<file path="src/rtl/glig_pkg.sv">
`timescale 1ns / 1ps
// ----------------------------------------------------------------------------
// glig_pkg
// Shared types and constants of the grid level-of-detail index generator.
// ----------------------------------------------------------------------------
package glig_pkg;

  // Grid limits.
  localparam int unsigned MAX_QUADS_PER_SIDE = 256;
  localparam int unsigned LOD_LEVELS         = 4;
  localparam int unsigned BQ_W               = $clog2(MAX_QUADS_PER_SIDE + 1);
  localparam int unsigned CELL_W             = $clog2(MAX_QUADS_PER_SIDE);
  localparam int unsigned LOD_W              = $clog2(LOD_LEVELS);
  localparam int unsigned IDX_W              = 17;
  localparam int unsigned MAX_SKIP           = 1 << (LOD_LEVELS - 1);
  localparam int unsigned SKIP_W             = $clog2(MAX_SKIP);

  // Command queue between front and back.
  localparam int unsigned Q_DEPTH = 2;
  localparam int unsigned Q_PTR_W = $clog2(Q_DEPTH);
  localparam int unsigned Q_CNT_W = $clog2(Q_DEPTH + 1);

  // Configuration register indexes.
  localparam logic [1:0] REG_BASE_VERTEX_COUNT = 2'd0;
  localparam logic [1:0] REG_LOD_LEVEL         = 2'd1;
  localparam logic [1:0] REG_HOLE_ENABLE       = 2'd2;

  localparam logic [8:0] BASE_VERTEX_COUNT_RST = 9'd257;

  // Command codes.
  typedef enum logic {
    CMD_WRITE = 1'b0,
    CMD_EMIT  = 1'b1
  } cmd_e;

  // Input transaction.
  typedef struct packed {
    logic              command;
    logic [CELL_W-1:0] cell_x;
    logic [CELL_W-1:0] cell_z;
    logic              hole_value;
  } cmd_t;

  // Result transaction.
  typedef struct packed {
    logic [IDX_W-1:0] tri0_first;
    logic [IDX_W-1:0] tri0_second;
    logic [IDX_W-1:0] tri0_third;
    logic [IDX_W-1:0] tri1_first;
    logic [IDX_W-1:0] tri1_second;
    logic [IDX_W-1:0] tri1_third;
  } result_t;

  // Configuration as seen by the front end.
  typedef struct packed {
    logic [8:0]       base_vertex_count;
    logic [LOD_W-1:0] lod_level;
    logic             hole_enable;
  } cfg_t;

  // Classified command held in the queue.
  typedef struct packed {
    cmd_e              op;
    logic              check;
    logic [CELL_W-1:0] cell_x;
    logic [CELL_W-1:0] cell_z;
    logic              hole_value;
    logic [LOD_W-1:0]  lod;
    logic [BQ_W-1:0]   vert_count;
  } q_entry_t;

  // Column mask of one skip-wide window, lowest bits set.
  function automatic logic [MAX_SKIP-1:0] skip_mask(input logic [LOD_W-1:0] lod);
    logic [MAX_SKIP:0] one_hot;
    one_hot   = (MAX_SKIP + 1)'(1) << ((SKIP_W + 1)'(1) << lod);
    skip_mask = MAX_SKIP'(one_hot - (MAX_SKIP + 1)'(1));
  endfunction

endpackage

</file>
<file path="src/rtl/glig_queue.sv">
`timescale 1ns / 1ps
// ----------------------------------------------------------------------------
// glig_queue
// Short FIFO that decouples command classification from execution.
// ----------------------------------------------------------------------------
module glig_queue (
  input  logic               clk_i,
  input  logic               rst_ni,
  input  logic               push_i,
  input  glig_pkg::q_entry_t push_data_i,
  input  logic               pop_i,
  output glig_pkg::q_entry_t pop_data_o,
  output logic               full_o,
  output logic               empty_o
);

  localparam logic [glig_pkg::Q_PTR_W-1:0] LastPtr = glig_pkg::Q_PTR_W'(glig_pkg::Q_DEPTH - 1);

  glig_pkg::q_entry_t                slots_q [glig_pkg::Q_DEPTH];
  logic [glig_pkg::Q_PTR_W-1:0]      wr_ptr_q;
  logic [glig_pkg::Q_PTR_W-1:0]      rd_ptr_q;
  logic [glig_pkg::Q_CNT_W-1:0]      count_q;

  assign full_o     = count_q == glig_pkg::Q_CNT_W'(glig_pkg::Q_DEPTH);
  assign empty_o    = count_q == '0;
  assign pop_data_o = slots_q[rd_ptr_q];

  // Entry storage.
  always_ff @(posedge clk_i) begin
    if (push_i) begin
      slots_q[wr_ptr_q] <= push_data_i;
    end
  end

  // Pointers and fill count.
  always_ff @(posedge clk_i or negedge rst_ni) begin
    if (!rst_ni) begin
      wr_ptr_q <= '0;
      rd_ptr_q <= '0;
      count_q  <= '0;
    end else begin
      if (push_i) begin
        wr_ptr_q <= (wr_ptr_q == LastPtr) ? '0 : wr_ptr_q + glig_pkg::Q_PTR_W'(1);
      end
      if (pop_i) begin
        rd_ptr_q <= (rd_ptr_q == LastPtr) ? '0 : rd_ptr_q + glig_pkg::Q_PTR_W'(1);
      end
      if (push_i && !pop_i) begin
        count_q <= count_q + glig_pkg::Q_CNT_W'(1);
      end else if (pop_i && !push_i) begin
        count_q <= count_q - glig_pkg::Q_CNT_W'(1);
      end
    end
  end

endmodule

</file>
<file path="config.mk">
export PLATFORM = sky130hd
export DESIGN_NAME = glig_queue
export DESIGN_NICKNAME = d
export VERILOG_FILES = /design/src/rtl/glig_pkg.sv /design/src/rtl/glig_queue.sv
export SDC_FILE = /design/constraint.sdc
export NUM_CORES = 1
export LEC_CHECK = 0
export ABC_AREA = 0
export BUFFER_PORTS_ARGS = -buffer_cell sky130_fd_sc_hd__buf_2
export CAP_MARGIN = 0
export CORE_MARGIN = 1
export CORE_UTILIZATION = 46
export DETAILED_ROUTE_END_ITERATION = 12
export PLACE_DENSITY_LB_ADDON = 0.25
export SYNTH_ARGS = -nofsm -noshare
export SYNTH_HDL_FRONTEND = slang
export SYNTH_SLANG_ARGS = --single-unit
</file>
<file path="constraint.sdc">
create_clock -name clk_i -period 2.24 [get_ports clk_i]
set_clock_uncertainty 0.2 [all_clocks]
set_input_delay 0.224 -clock clk_i [delete_from_list [all_inputs] [get_ports clk_i]]
set_output_delay 0.224 -clock clk_i [all_outputs]
set_load 0.02 [all_outputs]
</file>
; ---- Word-level counts from Yosys, hierarchy flattened
; Memory sizes are Yosys's and may differ from the RTL's.
; Cells that the tools add are included.
[classes]
add_sub_neg = 4
eq_ne = 1
n_mux = 6
n_reduce_logical = 6
[ops]
columns = cell, n
row1 = 1-bit 2-to-1 mux, 4
row2 = 2-bit 2-to-1 mux, 2
row3 = 1-bit adder (second input constant), 2
row4 = 2-bit by 1-bit adder with 2-bit output (second input constant), 1
row5 = 2-bit == test (second input constant), 1
row6 = 1-bit logical AND, 2
row7 = 1-bit zero test, 2
row8 = 2-bit zero test, 1
row9 = 2-bit nonzero test, 1
row10 = 2-bit by 1-bit subtractor with 2-bit output (second input constant), 1
[totals]
regBits = 4
mem_bits_rw = 60
input_bits = 34
word_cells = 21
mem_count = 1
[mem_list]
columns = memory, depth, width, rd, rd_ports_with_merged_regs, write_ports, line
row1 = slots_q, 2, 30, 1, 0, 1, glig_queue.sv:19  ; glig_pkg::q_entry_t slots_q [glig_pkg::Q_DEPTH];

; ---- Depth between registers and ports, before layout
[logic_depth]
depth_word = 4
depth_mapped = 5
depth_no_buf = 5

; ---- Least setup slack after synthesis
; OpenSTA, ideal clock, no wires.
[synth_path]
kind = reg-to-reg
start = register wr_ptr_q
end = memory slots_q[0][0] (netlist name), enable pin
setup_ns = 0.421
t_arrival_ns = 1.754
required_ns = 1.619
slack_ns = -0.134
stages_incl_launch_ff = 2
n_path_buf = 0
synth_period_minus_slack_ns = 2.374
cell_sequence = dfrtp_1 nor2b_1
[synth_lines]
columns = element, line
row1 = start: declaration, glig_queue.sv:20  ; logic [glig_pkg::Q_PTR_W-1:0] wr_ptr_q;
row2 = start signal: assignment, glig_queue.sv:43  ; wr_ptr_q <= (wr_ptr_q == LastPtr) ? '0 : wr_ptr_q + glig_pkg::Q_PTR_W'(1);
row3 = end: declaration, glig_queue.sv:19
; Straight into the memory's write port.

==> out/qor.yml <==
synthesis:
  synth_xor_area_share_pct: 1.86
  yosysTopAreaCell: "edfxtp_1"
  synth-simple-area-share_pct: 1.11
  yosysTopAreaCellShare_pct: 76.4
  yosysSeqAreaShare_pct: 80.6
  synthAdderAreaFrac_pct: 0.530
  postSynthCellCount: 109
  muxShareOfSynthArea_pct: 14.3
  syn_area_per_cell_sq_um: 21.6
  ys_types: 11
  syn_nets: 144
  yosys_warnings: 0
  netlist_area_sq_mm: 0.00236
  ys_top_cells_by_area: "edfxtp_1 (76%), mux2_2 (14%), dfrtp_1 (4.2%), xor2_1 (1.5%), buf_6 (1.4%)"
  synth_compound_area_share_pct: 0
  ys_seq_elements: 64
  synth_top_family_by_area: "multiplexers"
sta:
  hold_violations: 0
  finalSetupViolCount: 0
  max_slew_margin_pct: 81.6
  finalMaxSlewViolations: 0
  worst_pin_slew_ns: 0.276
  period_share_pct: 86.1
  fmax_mhz: 519
  period_needed_ns: 1.93
  setup_tns_ns: 0
  rsz0062_at_grt: "no"
floorplanning:
  die_area_sq_mm: 0.00542
  fp.coreArea_sq_mm: 0.00482
  io_pins: 66
  std_cell_rows: 25
  die_h_um: 73.6
  die_x_um: 73.6
  start_util_pct: 49.0
clocking:
  cts_tree: "done"
  path_clk_slew_ns: 0.06
  htreeDepth: 3
  cts_resized: 0
  numClockSinks: 64
  clock_latency_ns: 0.33
  cts_inserted_buffers: 9
  post_cts_buffers: 0
  cts_root_buf: "clkbuf_8"
  cts.path.max_buffers: 2
hold_path:
  hold_class: "in2async"
finish:
  finish.net_count: 256
  final_cell_mix: "buf_2 (65), edfxtp_1 (60), dlygate4sd3_1 (33)"
  syn2layout_area_growth_pct: 38.4
  final.fill_count: 361
  drive_gt1_share_pct: 50.2
  antenna_cells: 0
  final_common_cell: "buf_2"
worst_setup_path:
  critPathCaptureType: "output port"
  startpoint_type: "flip-flop"
  worstPathMaxFanout: 20
  r2r-start: "wr_ptr_q"
  timing.rr.end: "slots_q[1][24]"
  arrival_ns: 1.50
  ff2ff_path_depth: 2
  critPathRequiredTime_ns: 1.82
  reg2reg_slack_ns: 0.82
  crit_type: "reg2out"
global_routing:
  antenna_found_initial: 0
  grt_pass1_vias: 1510
  grt_max_degree: 21
  grt_pass1_wl_um: 6750
  overflow: 0
  track_usage_pct: 18.1
route:
  viasPerCell: 4.62
  wl_um: 4430
  wire_per_inst_um: 15.2
  drtPass1Iterations: 4
  drc_errors: 0
  ant_nets: 0
  vias: 1348
  drt_iter0_drc: 83
pwr:
  powerDensity_mw_per_mm2: 1150
  leakage_nw: 1.28
  peakVddDrop_mv: 0.635
  fin_total_pwr_w: 0.00374
placement:
  globalplace.congestion: 0.678
  place_hpwl_um: 2660
  io_buffers: 65
run_status:
  outcome: "completed"
run:
  max-cap-violations: 0
-- worst max-delay path, stage by stage, from the launching register on --
cell	delay (ns)
dfrtp_1	0.35
buf_4	0.28
mux2_2	0.38
buf_2	0.16
-- power by group --
part | internal, W | leakage, nW | switching (W)
sequential | 0.00159 | 0.610 | 0.0000825
combinational | 0.000551 | 0.593 | 0.000744
clock | 0.000393 | 0.0773 | 0.000380
-- kinds of logic (layout without fill, tap and decap cells) --
family	count (synthesis)	count (layout)
flip-flops	64	64
multiplexers	30	30
XOR/XNOR	5	5
AND/OR/NAND/NOR	5	5
buffers and inverters	4	120
adder cells (fa/ha/maj)	1	1
-- flip-flops by register name, summed over array words and instances (netlist names) --
name and cells:
rd_ptr_q 1, wr_ptr_q 1, count_q 2, slots_q 60
-- cell usage after synthesis --
cell / instances
ha_1: 1
edfxtp_1: 60
xor2_1: 4
nor2_1: 2
nor2b_1: 2
dfrtp_1: 4
xnor2_1: 1
inv_1: 1
buf_6: 3
and2_1: 1
mux2_2: 30
-- timing repair --
action / in CTS / in global routing
setup endpoints to repair: 0 / 0
hold buffers: 33 / 0
hold endpoints to repair: 66 / 0
-- area by class of cell --
class,count,area [sq um],share of cell area [%]
Multi-Input combinational cell,41,428,13.1
Inverter,1,3.75,0.115
Clock buffer,13,139,4.25
Timing Repair Buffer,104,701,21.4
Sequential cell,64,1900,58.2
Clock inverter,2,10.0,0.306
Tap cell,67,83.8,2.57
-- worst max path at each step --
stage | from | end | depth (start not counted)
floorplan | wr_ptr_q | slots_q[0][0] | 1
global placement | rd_ptr_q | pop_data_o[29] | 3
detailed placement | rd_ptr_q | pop_data_o[29] | 3
CTS | rd_ptr_q | pop_data_o[29] | 3
global route | rd_ptr_q | pop_data_o[25] | 3
finish | rd_ptr_q | pop_data_o[29] | 3
-- metal layers --
| layer | track usage (%) | wire length (um) | vias up |
|---|---|---|---|
| met2 | 34.1 | 2510 | 45 |
| met3 | 4.94 | 195 | 10 |
| li1 | - | - | 645 |
| met1 | 17.2 | 1640 | 648 |
| met5 | 0 | 0 | - |
| met4 | 10.9 | 86 | 0 |
-- stage by stage --
stage                     hold WS [ns]  area, sq um  utilization [%]  instances  worst slack [ns]
final                           0.0262         3270             67.8        292             0.312
after global routing            0.0253         3270             67.8        292             0.257
after CTS                       0.0161         3270             67.8        292             0.293
after detailed placement        -0.164         2790             57.9        244             0.662
after global placement          -0.169         2790             57.9        244             0.690
after floorplan                 -0.272         2360                -        109             0.430
Power figures use the tool's default switching activity.
