$ cat src/rtl/glig_pkg.sv
`timescale 1ns / 1ps
// ----------------------------------------------------------------------------
// glig_pkg
// Shared types and constants of the grid level-of-detail index generator.
// ----------------------------------------------------------------------------
package glig_pkg;

  // Grid limits.
  localparam int unsigned MAX_QUADS_PER_SIDE = 256;
  localparam int unsigned LOD_LEVELS         = 4;
  localparam int unsigned BQ_W               = $clog2(MAX_QUADS_PER_SIDE + 1);
  localparam int unsigned CELL_W             = $clog2(MAX_QUADS_PER_SIDE);
  localparam int unsigned LOD_W              = $clog2(LOD_LEVELS);
  localparam int unsigned IDX_W              = 17;
  localparam int unsigned MAX_SKIP           = 1 << (LOD_LEVELS - 1);
  localparam int unsigned SKIP_W             = $clog2(MAX_SKIP);

  // Command queue between front and back.
  localparam int unsigned Q_DEPTH = 2;
  localparam int unsigned Q_PTR_W = $clog2(Q_DEPTH);
  localparam int unsigned Q_CNT_W = $clog2(Q_DEPTH + 1);

  // Configuration register indexes.
  localparam logic [1:0] REG_BASE_VERTEX_COUNT = 2'd0;
  localparam logic [1:0] REG_LOD_LEVEL         = 2'd1;
  localparam logic [1:0] REG_HOLE_ENABLE       = 2'd2;

  localparam logic [8:0] BASE_VERTEX_COUNT_RST = 9'd257;

  // Command codes.
  typedef enum logic {
    CMD_WRITE = 1'b0,
    CMD_EMIT  = 1'b1
  } cmd_e;

  // Input transaction.
  typedef struct packed {
    logic              command;
    logic [CELL_W-1:0] cell_x;
    logic [CELL_W-1:0] cell_z;
    logic              hole_value;
  } cmd_t;

  // Result transaction.
  typedef struct packed {
    logic [IDX_W-1:0] tri0_first;
    logic [IDX_W-1:0] tri0_second;
    logic [IDX_W-1:0] tri0_third;
    logic [IDX_W-1:0] tri1_first;
    logic [IDX_W-1:0] tri1_second;
    logic [IDX_W-1:0] tri1_third;
  } result_t;

  // Configuration as seen by the front end.
  typedef struct packed {
    logic [8:0]       base_vertex_count;
    logic [LOD_W-1:0] lod_level;
    logic             hole_enable;
  } cfg_t;

  // Classified command held in the queue.
  typedef struct packed {
    cmd_e              op;
    logic              check;
    logic [CELL_W-1:0] cell_x;
    logic [CELL_W-1:0] cell_z;
    logic              hole_value;
    logic [LOD_W-1:0]  lod;
    logic [BQ_W-1:0]   vert_count;
  } q_entry_t;

  // Column mask of one skip-wide window, lowest bits set.
  function automatic logic [MAX_SKIP-1:0] skip_mask(input logic [LOD_W-1:0] lod);
    logic [MAX_SKIP:0] one_hot;
    one_hot   = (MAX_SKIP + 1)'(1) << ((SKIP_W + 1)'(1) << lod);
    skip_mask = MAX_SKIP'(one_hot - (MAX_SKIP + 1)'(1));
  endfunction

endpackage

$ cat src/rtl/glig_front.sv
`timescale 1ns / 1ps
// ----------------------------------------------------------------------------
// glig_front
// Accepts commands, checks them against the grid bounds and queues the ones
// that have work to do.
// ----------------------------------------------------------------------------
module glig_front (
  input  logic              start,
  input  glig_pkg::cmd_t    cmd_i,
  input  glig_pkg::cfg_t    cfg_i,
  input  logic              q_full_i,
  input  logic              clearing_i,
  output logic              busy,
  output logic              push_o,
  output glig_pkg::q_entry_t entry_o
);

  logic [glig_pkg::BQ_W-1:0] base_quads;
  logic [glig_pkg::BQ_W-1:0] level_quads;
  logic [glig_pkg::BQ_W-1:0] cx_ext;
  logic [glig_pkg::BQ_W-1:0] cz_ext;
  logic                      in_base;
  logic                      in_level;
  logic                      lod_ok;
  logic                      accept;

  // Base quad count, saturated at the grid size.
  always_comb begin
    if (cfg_i.base_vertex_count < 9'd2) begin
      base_quads = '0;
    end else if ((cfg_i.base_vertex_count - 9'd1) >
                 glig_pkg::BQ_W'(glig_pkg::MAX_QUADS_PER_SIDE)) begin
      base_quads = glig_pkg::BQ_W'(glig_pkg::MAX_QUADS_PER_SIDE);
    end else begin
      base_quads = glig_pkg::BQ_W'(cfg_i.base_vertex_count - 9'd1);
    end
  end

  // Bounds classification.
  assign level_quads = base_quads >> cfg_i.lod_level;
  assign cx_ext      = glig_pkg::BQ_W'(cmd_i.cell_x);
  assign cz_ext      = glig_pkg::BQ_W'(cmd_i.cell_z);
  assign in_base     = (cx_ext < base_quads) && (cz_ext < base_quads);
  assign in_level    = (cx_ext < level_quads) && (cz_ext < level_quads);
  assign lod_ok      = 32'(cfg_i.lod_level) < glig_pkg::LOD_LEVELS;

  // A command is taken only when the queue has room and the map is ready.
  assign busy   = q_full_i || clearing_i;
  assign accept = start && !busy;

  always_comb begin
    entry_o.op         = glig_pkg::cmd_e'(cmd_i.command);
    entry_o.check      = cfg_i.hole_enable;
    entry_o.cell_x     = cmd_i.cell_x;
    entry_o.cell_z     = cmd_i.cell_z;
    entry_o.hole_value = cmd_i.hole_value;
    entry_o.lod        = cfg_i.lod_level;
    entry_o.vert_count = level_quads + glig_pkg::BQ_W'(1);
    case (glig_pkg::cmd_e'(cmd_i.command))
      glig_pkg::CMD_WRITE: push_o = accept && in_base;
      glig_pkg::CMD_EMIT:  push_o = accept && in_level && lod_ok;
      default:             push_o = 1'b0;
    endcase
  end

endmodule

$ cat config.mk
export PLATFORM = sky130hd
export DESIGN_NAME = glig_front
export DESIGN_NICKNAME = d
export VERILOG_FILES = /design/src/rtl/glig_pkg.sv /design/src/rtl/glig_front.sv
export SDC_FILE = /design/constraint.sdc
export NUM_CORES = 1
export LEC_CHECK = 0
export BUFFER_PORTS_ARGS = -buffer_cell sky130_fd_sc_hd__buf_2
export CORE_MARGIN = 2
export CORE_UTILIZATION = 37
export DETAILED_ROUTE_END_ITERATION = 10
export SLEW_MARGIN = 10
export SYNTH_ARGS = -nofsm -noshare
export SYNTH_HDL_FRONTEND = slang
export SYNTH_SLANG_ARGS = --single-unit
export TNS_END_PERCENT = 100
$ cat constraint.sdc
create_clock -name vclk -period 7.2
set_input_delay 1.44 -clock vclk [all_inputs]
set_output_delay 1.44 -clock vclk [all_outputs]
set_load 0.02 [all_outputs]
* Word-level counts from Yosys, hierarchy flattened
Cells that the tools add are included.
** Word-level totals
- Output and inout port bits :: 32
- Input bits :: 33
- Logic and storage cells :: 20
- Register bits :: 0
** Cells by class
- Bitwise logic cells :: 1
- Order comparisons :: 6
- $add $sub $neg :: 2
- Shift-type cells :: 1
- Muxes and demuxes :: 3
- Reduce and logical (&&, ||, !) cells :: 7
** Operators with widths (number)
- 8-bit by 9-bit < comparator with 1-bit output :: 4
- 9-bit two-way mux :: 2
- 9-bit by 1-bit adder with 9-bit output (second input constant) :: 1
- 9-bit greater-than comparator (second input constant) :: 1
- 9-bit by 2-bit < comparator with 1-bit output (second input constant) :: 1
- 9-bit by 2-bit right shift with 9-bit output :: 1
- 9-bit by 1-bit subtractor with 9-bit output (second input constant) :: 1
- 1-bit logical AND :: 5
- 1-bit one-hot mux with 2 select lines :: 1
- 1-bit zero test :: 1
- 1-bit logical OR :: 1
- 1-bit inverter :: 1

* Longest topological paths before layout
- Word-level depth :: 9
- Mapped depth :: 20
- Depth with buffers taken out :: 17

* Least setup slack after synthesis
No wires, ideal clock.
- Kind :: input-to-output
- From :: input port cfg_i[3] in the netlist's numbering
- To :: output port push_o
- Buffers on the path :: 3
- Setup slack :: 852 ps
- Data required time :: 5760 ps
- Arrival :: 4908 ps
- Stages :: 18
- Path through :: buf_6 -> inv_1 -> ha_1 -> or4b_4 -> o21ai_2 -> a31o_1 -> buf_6 -> and2_2 -> buf_2 -> nand2b_1 -> ha_1 -> a21o_1 -> a2111oi_0 -> o21ai_0 -> a211o_1 -> a211oi_1 -> or3b_1 -> o2111a_1
** On the way
- Word-level cells in the longest chain between the ends :: 9
- Elaborated cells between the ends (all ways) :: 15
- Classes of those cells :: add/sub: 1; order compare: 6; shift: 1; mux: 3; reduce/logical: 4
** Ends and longest elaborated chain
- start: declaration :: RTL line glig_front.sv:10 : input glig_pkg::cfg_t cfg_i,
- 9-bit by 1-bit subtractor with 9-bit output :: RTL line glig_front.sv:31, glig_front.sv:35
- 9-bit greater-than comparator :: RTL line glig_front.sv:31 : end else if ((cfg_i.base_vertex_count - 9'd1) >
- 9-bit two-way mux :: RTL line glig_front.sv:31
- 9-bit two-way mux (*) :: RTL line glig_front.sv:29 : if (cfg_i.base_vertex_count < 9'd2) begin
- 9-bit by 2-bit right shift with 9-bit output :: RTL line glig_front.sv:40 : assign level_quads = base_quads >> cfg_i.lod_level;
- 8-bit by 9-bit < comparator with 1-bit output :: RTL line glig_front.sv:44 : assign in_level = (cx_ext < level_quads) && (cz_ext < level_quads);
- 1-bit logical AND :: RTL line glig_front.sv:44
- 1-bit logical AND :: RTL line glig_front.sv:61 : glig_pkg::CMD_EMIT: push_o = accept && in_level && lod_ok;
- 1-bit one-hot mux with 2 select lines (*) :: RTL line glig_front.sv:59 : case (glig_pkg::cmd_e'(cmd_i.command))
- end: declaration :: RTL line glig_front.sv:14 : output logic push_o,
Every way passes the cells marked *; elsewhere a longest branch is shown, timed or not.

* Worst setup path after layout
- From :: input port cfg_i[4] in the netlist's numbering
- To :: output port push_o
The elaborated chain is that of the path after synthesis.

==> metrics.md <==
| Metric | Value |
|---|---|
| Postcts setup bufs | `0` |
| Number of fill cells | `562` |
| Layout sequential cell count | `0` |
| Fin cells | `354` |
| Vias in the first global route | `1849` |
| Fin. Hold Viols | `0` |
| Largest net degree at the start of global routing | `33` |
| Critical Path, Cell by Cell | `buf_2 > inv_1 > ha_1 > or4b_4 > o21ai_2 > a31o_1 > and2_2 > nand2b_1 > ha_1 > a21o_1 > a2111oi_0 > o21ai_0 > a211o_1 > a211oi_1 > or3b_1 > o2111a_1 > buf_2` |
| Highest clock rate | `0.147 GHz` |
| First-pass GRT wire length | `9080 um` |
| Pwr Density | `69.4 nW/um^2` |
| PortBufs | `61` |
| Yosys warnings | `0` |
| Storage cell area | `0 sq um` |
| Syn nets | `around 320` |
| Vias | `1932` |
| Layout cells sized above 1 | `roughly a third` |
| Max-Cap Viols | `0` |
| Critical path arrival | `~5.4 ns` |
| GP Congestion | `0.881` |
| Status | `finished, final reports clean` |
| # nets final | `346` |
| Fin. max-slew vios | `0` |
| Seq/Total Area, Yosys | `0%` |
| Detailed Routing Iterations Pass 1 | `5` |
| Initial antenna violation count | `0` |
| Kind of critical path | `in -> out` |
| # IOs | `65` |
| Synth Area per Inst | `around 7.7 sq um` |
| Vias per inst | `~5.5` |
| WL/cell | `around 15 um` |
| RSZ-0062 raised after global routing | `no` |
| Final Setup Violations | `0` |
| Clk_buf instances | `0` |
| Die Height | `76.9 um` |
| Worst-path fanout max | `12` |
| CTS Hold Bufs | `0` |
| Setup TNS | `0 ns` |
| Worst VDD drop | `0.0330 mV` |
| Multi-input combinational cell area | `about 1700 sq um` |
| First DRT Iteration DRCs | `123` |
| Worst Setup Start Kind | `input port` |
| Rows | `26` |
| Cell variety after synth | `79` |
| Starting density of the core | `38.5%` |
| Drt total wl | `5300 um` |
| Placed Cells | `354` |
| Antenna Cells | `0` |
| CORE AREA | `about 5000 sq um` |
| Crit. End Element | `primary output` |
| Worst-margin pin slew | `between 0.5 and 0.6 ns` |
| Mapped cell area | `1970 sq um` |
| DP HPWL | `4360 um` |
| Pleak | `0.936 nW` |
| Die ar. | `5920 sq um` |
| Post-cts resize count | `0` |
| Worst path slowest cell | `or4b_4` |
| Total track usage | `around 18%` |
| Area Growth Syn to Fin | `6.87%` |
| Drc violations | `0` |
| Crit share post-route | `94.7%` |
| Worst EP required | `5.76 ns` |
| Max stage delay on crit path | `0.56 ns` |
| Final ANT Viol Nets | `0` |
| Post-synthesis instance total | `256` |
| Die X | `between 70 and 80 um` |
| Post-layout min period | `6.82 ns` |
| Relative slew margins | `62.1%` |
| Hold WC Path Type | `in -> out` |
| Aggregate global routing overflow | `0` |
metrics by stage:
stage / cell area, sq um / utilization [%] / hold WS (ns) / total power [W] / setup slack, ns
final: 2100 / 41.2 / 2.88 / 0.000146 / 0.383
after global routing: 2100 / 41.2 / 2.88 / 0.000163 / 0.0616
after CTS: 2100 / 41.2 / 2.88 / 0.000146 / 0.383
after detailed placement: 2100 / 41.2 / 2.88 / 0.000145 / 0.411
after global placement: 2100 / 41.2 / 2.88 / 0.000145 / 0.504
after floorplan: 1970 / - / 2.99 / 0.000114 / 0.852
report_power, final:
part / leakage [nW] / internal [W] / total, W / switching (W)
combinational: 0.936 / 0.0000577 / 0.000146 / 0.0000883
clock: 0 / 0 / 0 / 0
sequential: 0 / 0 / 0 / 0
worst max-delay path: cells and delay by family:
kind / cells / cell delay, ns
compound gates: 8 / 1.72
simple gates: 4 / 1.08
fa+ha+maj: 2 / 0.72
buf+inv: 3 / 0.42
kinds of logic after synthesis:
kind of cell	share of synthesized area, %
simple gates	30.9
compound gates	29.2
buf+inv	15.8
fa+ha+maj	17.2
xor+xnor	5.34
mux	1.65
cell type report:
class	count	area share [%]
Timing Repair Buffer	63	15.2
Tap cell	70	4.17
Inverter	10	1.79
Multi-Input combinational cell	211	78.8
metal layers:
metal | wire (um) | vias up | GRT usage [%]
met2 | 2410 | 45 | 32.0
met3 | 182 | 2 | 0.235
li1 | - | 1012 | -
met4 | 21 | 0 | 0.909
met1 | 2680 | 873 | 25.8
met5 | 0 | - | 0
synth_stat cells, types with 2 or more instances:
cell      instances  area share (%)
o211a_1           2             1.0
and4_1            2            0.89
nor3b_1           2            0.76
nor2b_1           3            0.95
a211o_1           2            0.89
a22oi_1           2            0.76
mux2_2            2             1.1
nand4_1           6             1.9
a21oi_1           8             2.0
buf_2             4             1.0
buf_4            22             8.4
o2111a_1          2             1.1
nor2_1           13             2.5
nor2_4            2             1.1
nand2_1          25             4.8
nand2b_1          6             1.9
nor4b_1           2            0.89
o31ai_1           3             1.1
ha_1             27              17
xor2_1            5             2.2
a211oi_1          5             1.9
o211ai_1          2            0.76
nand3_1           8             2.0
nor3_1            7             1.8
clkbuf_8          3             2.1
nand3_2           2             1.0
buf_6             3             1.7
o21ai_0          11             2.8
nor4_1            3            0.95
inv_1             9             1.7
nand4b_1          3             1.3
or3_2             2            0.76
or3b_1            2            0.89
a21o_1            5             1.9
xnor2_1           7             3.1
final timing paths:
check,to,startpoint,cells after the start
max,push_o,cfg_i[4],17
min,entry_o[11],cmd_i[0],0
cell usage in the layout, fill, tap and decap left out, types with 7 or more instances in the layout:
cell type and count:
buf_2 61, a21oi_1 8, inv_1 9, nor3_1 7
ha_1 27, o21ai_0 11, xnor2_1 7, nand3_1 8
nor2_1 13, nand2_1 25
Note: power is estimated with default switching activity, not from simulation.
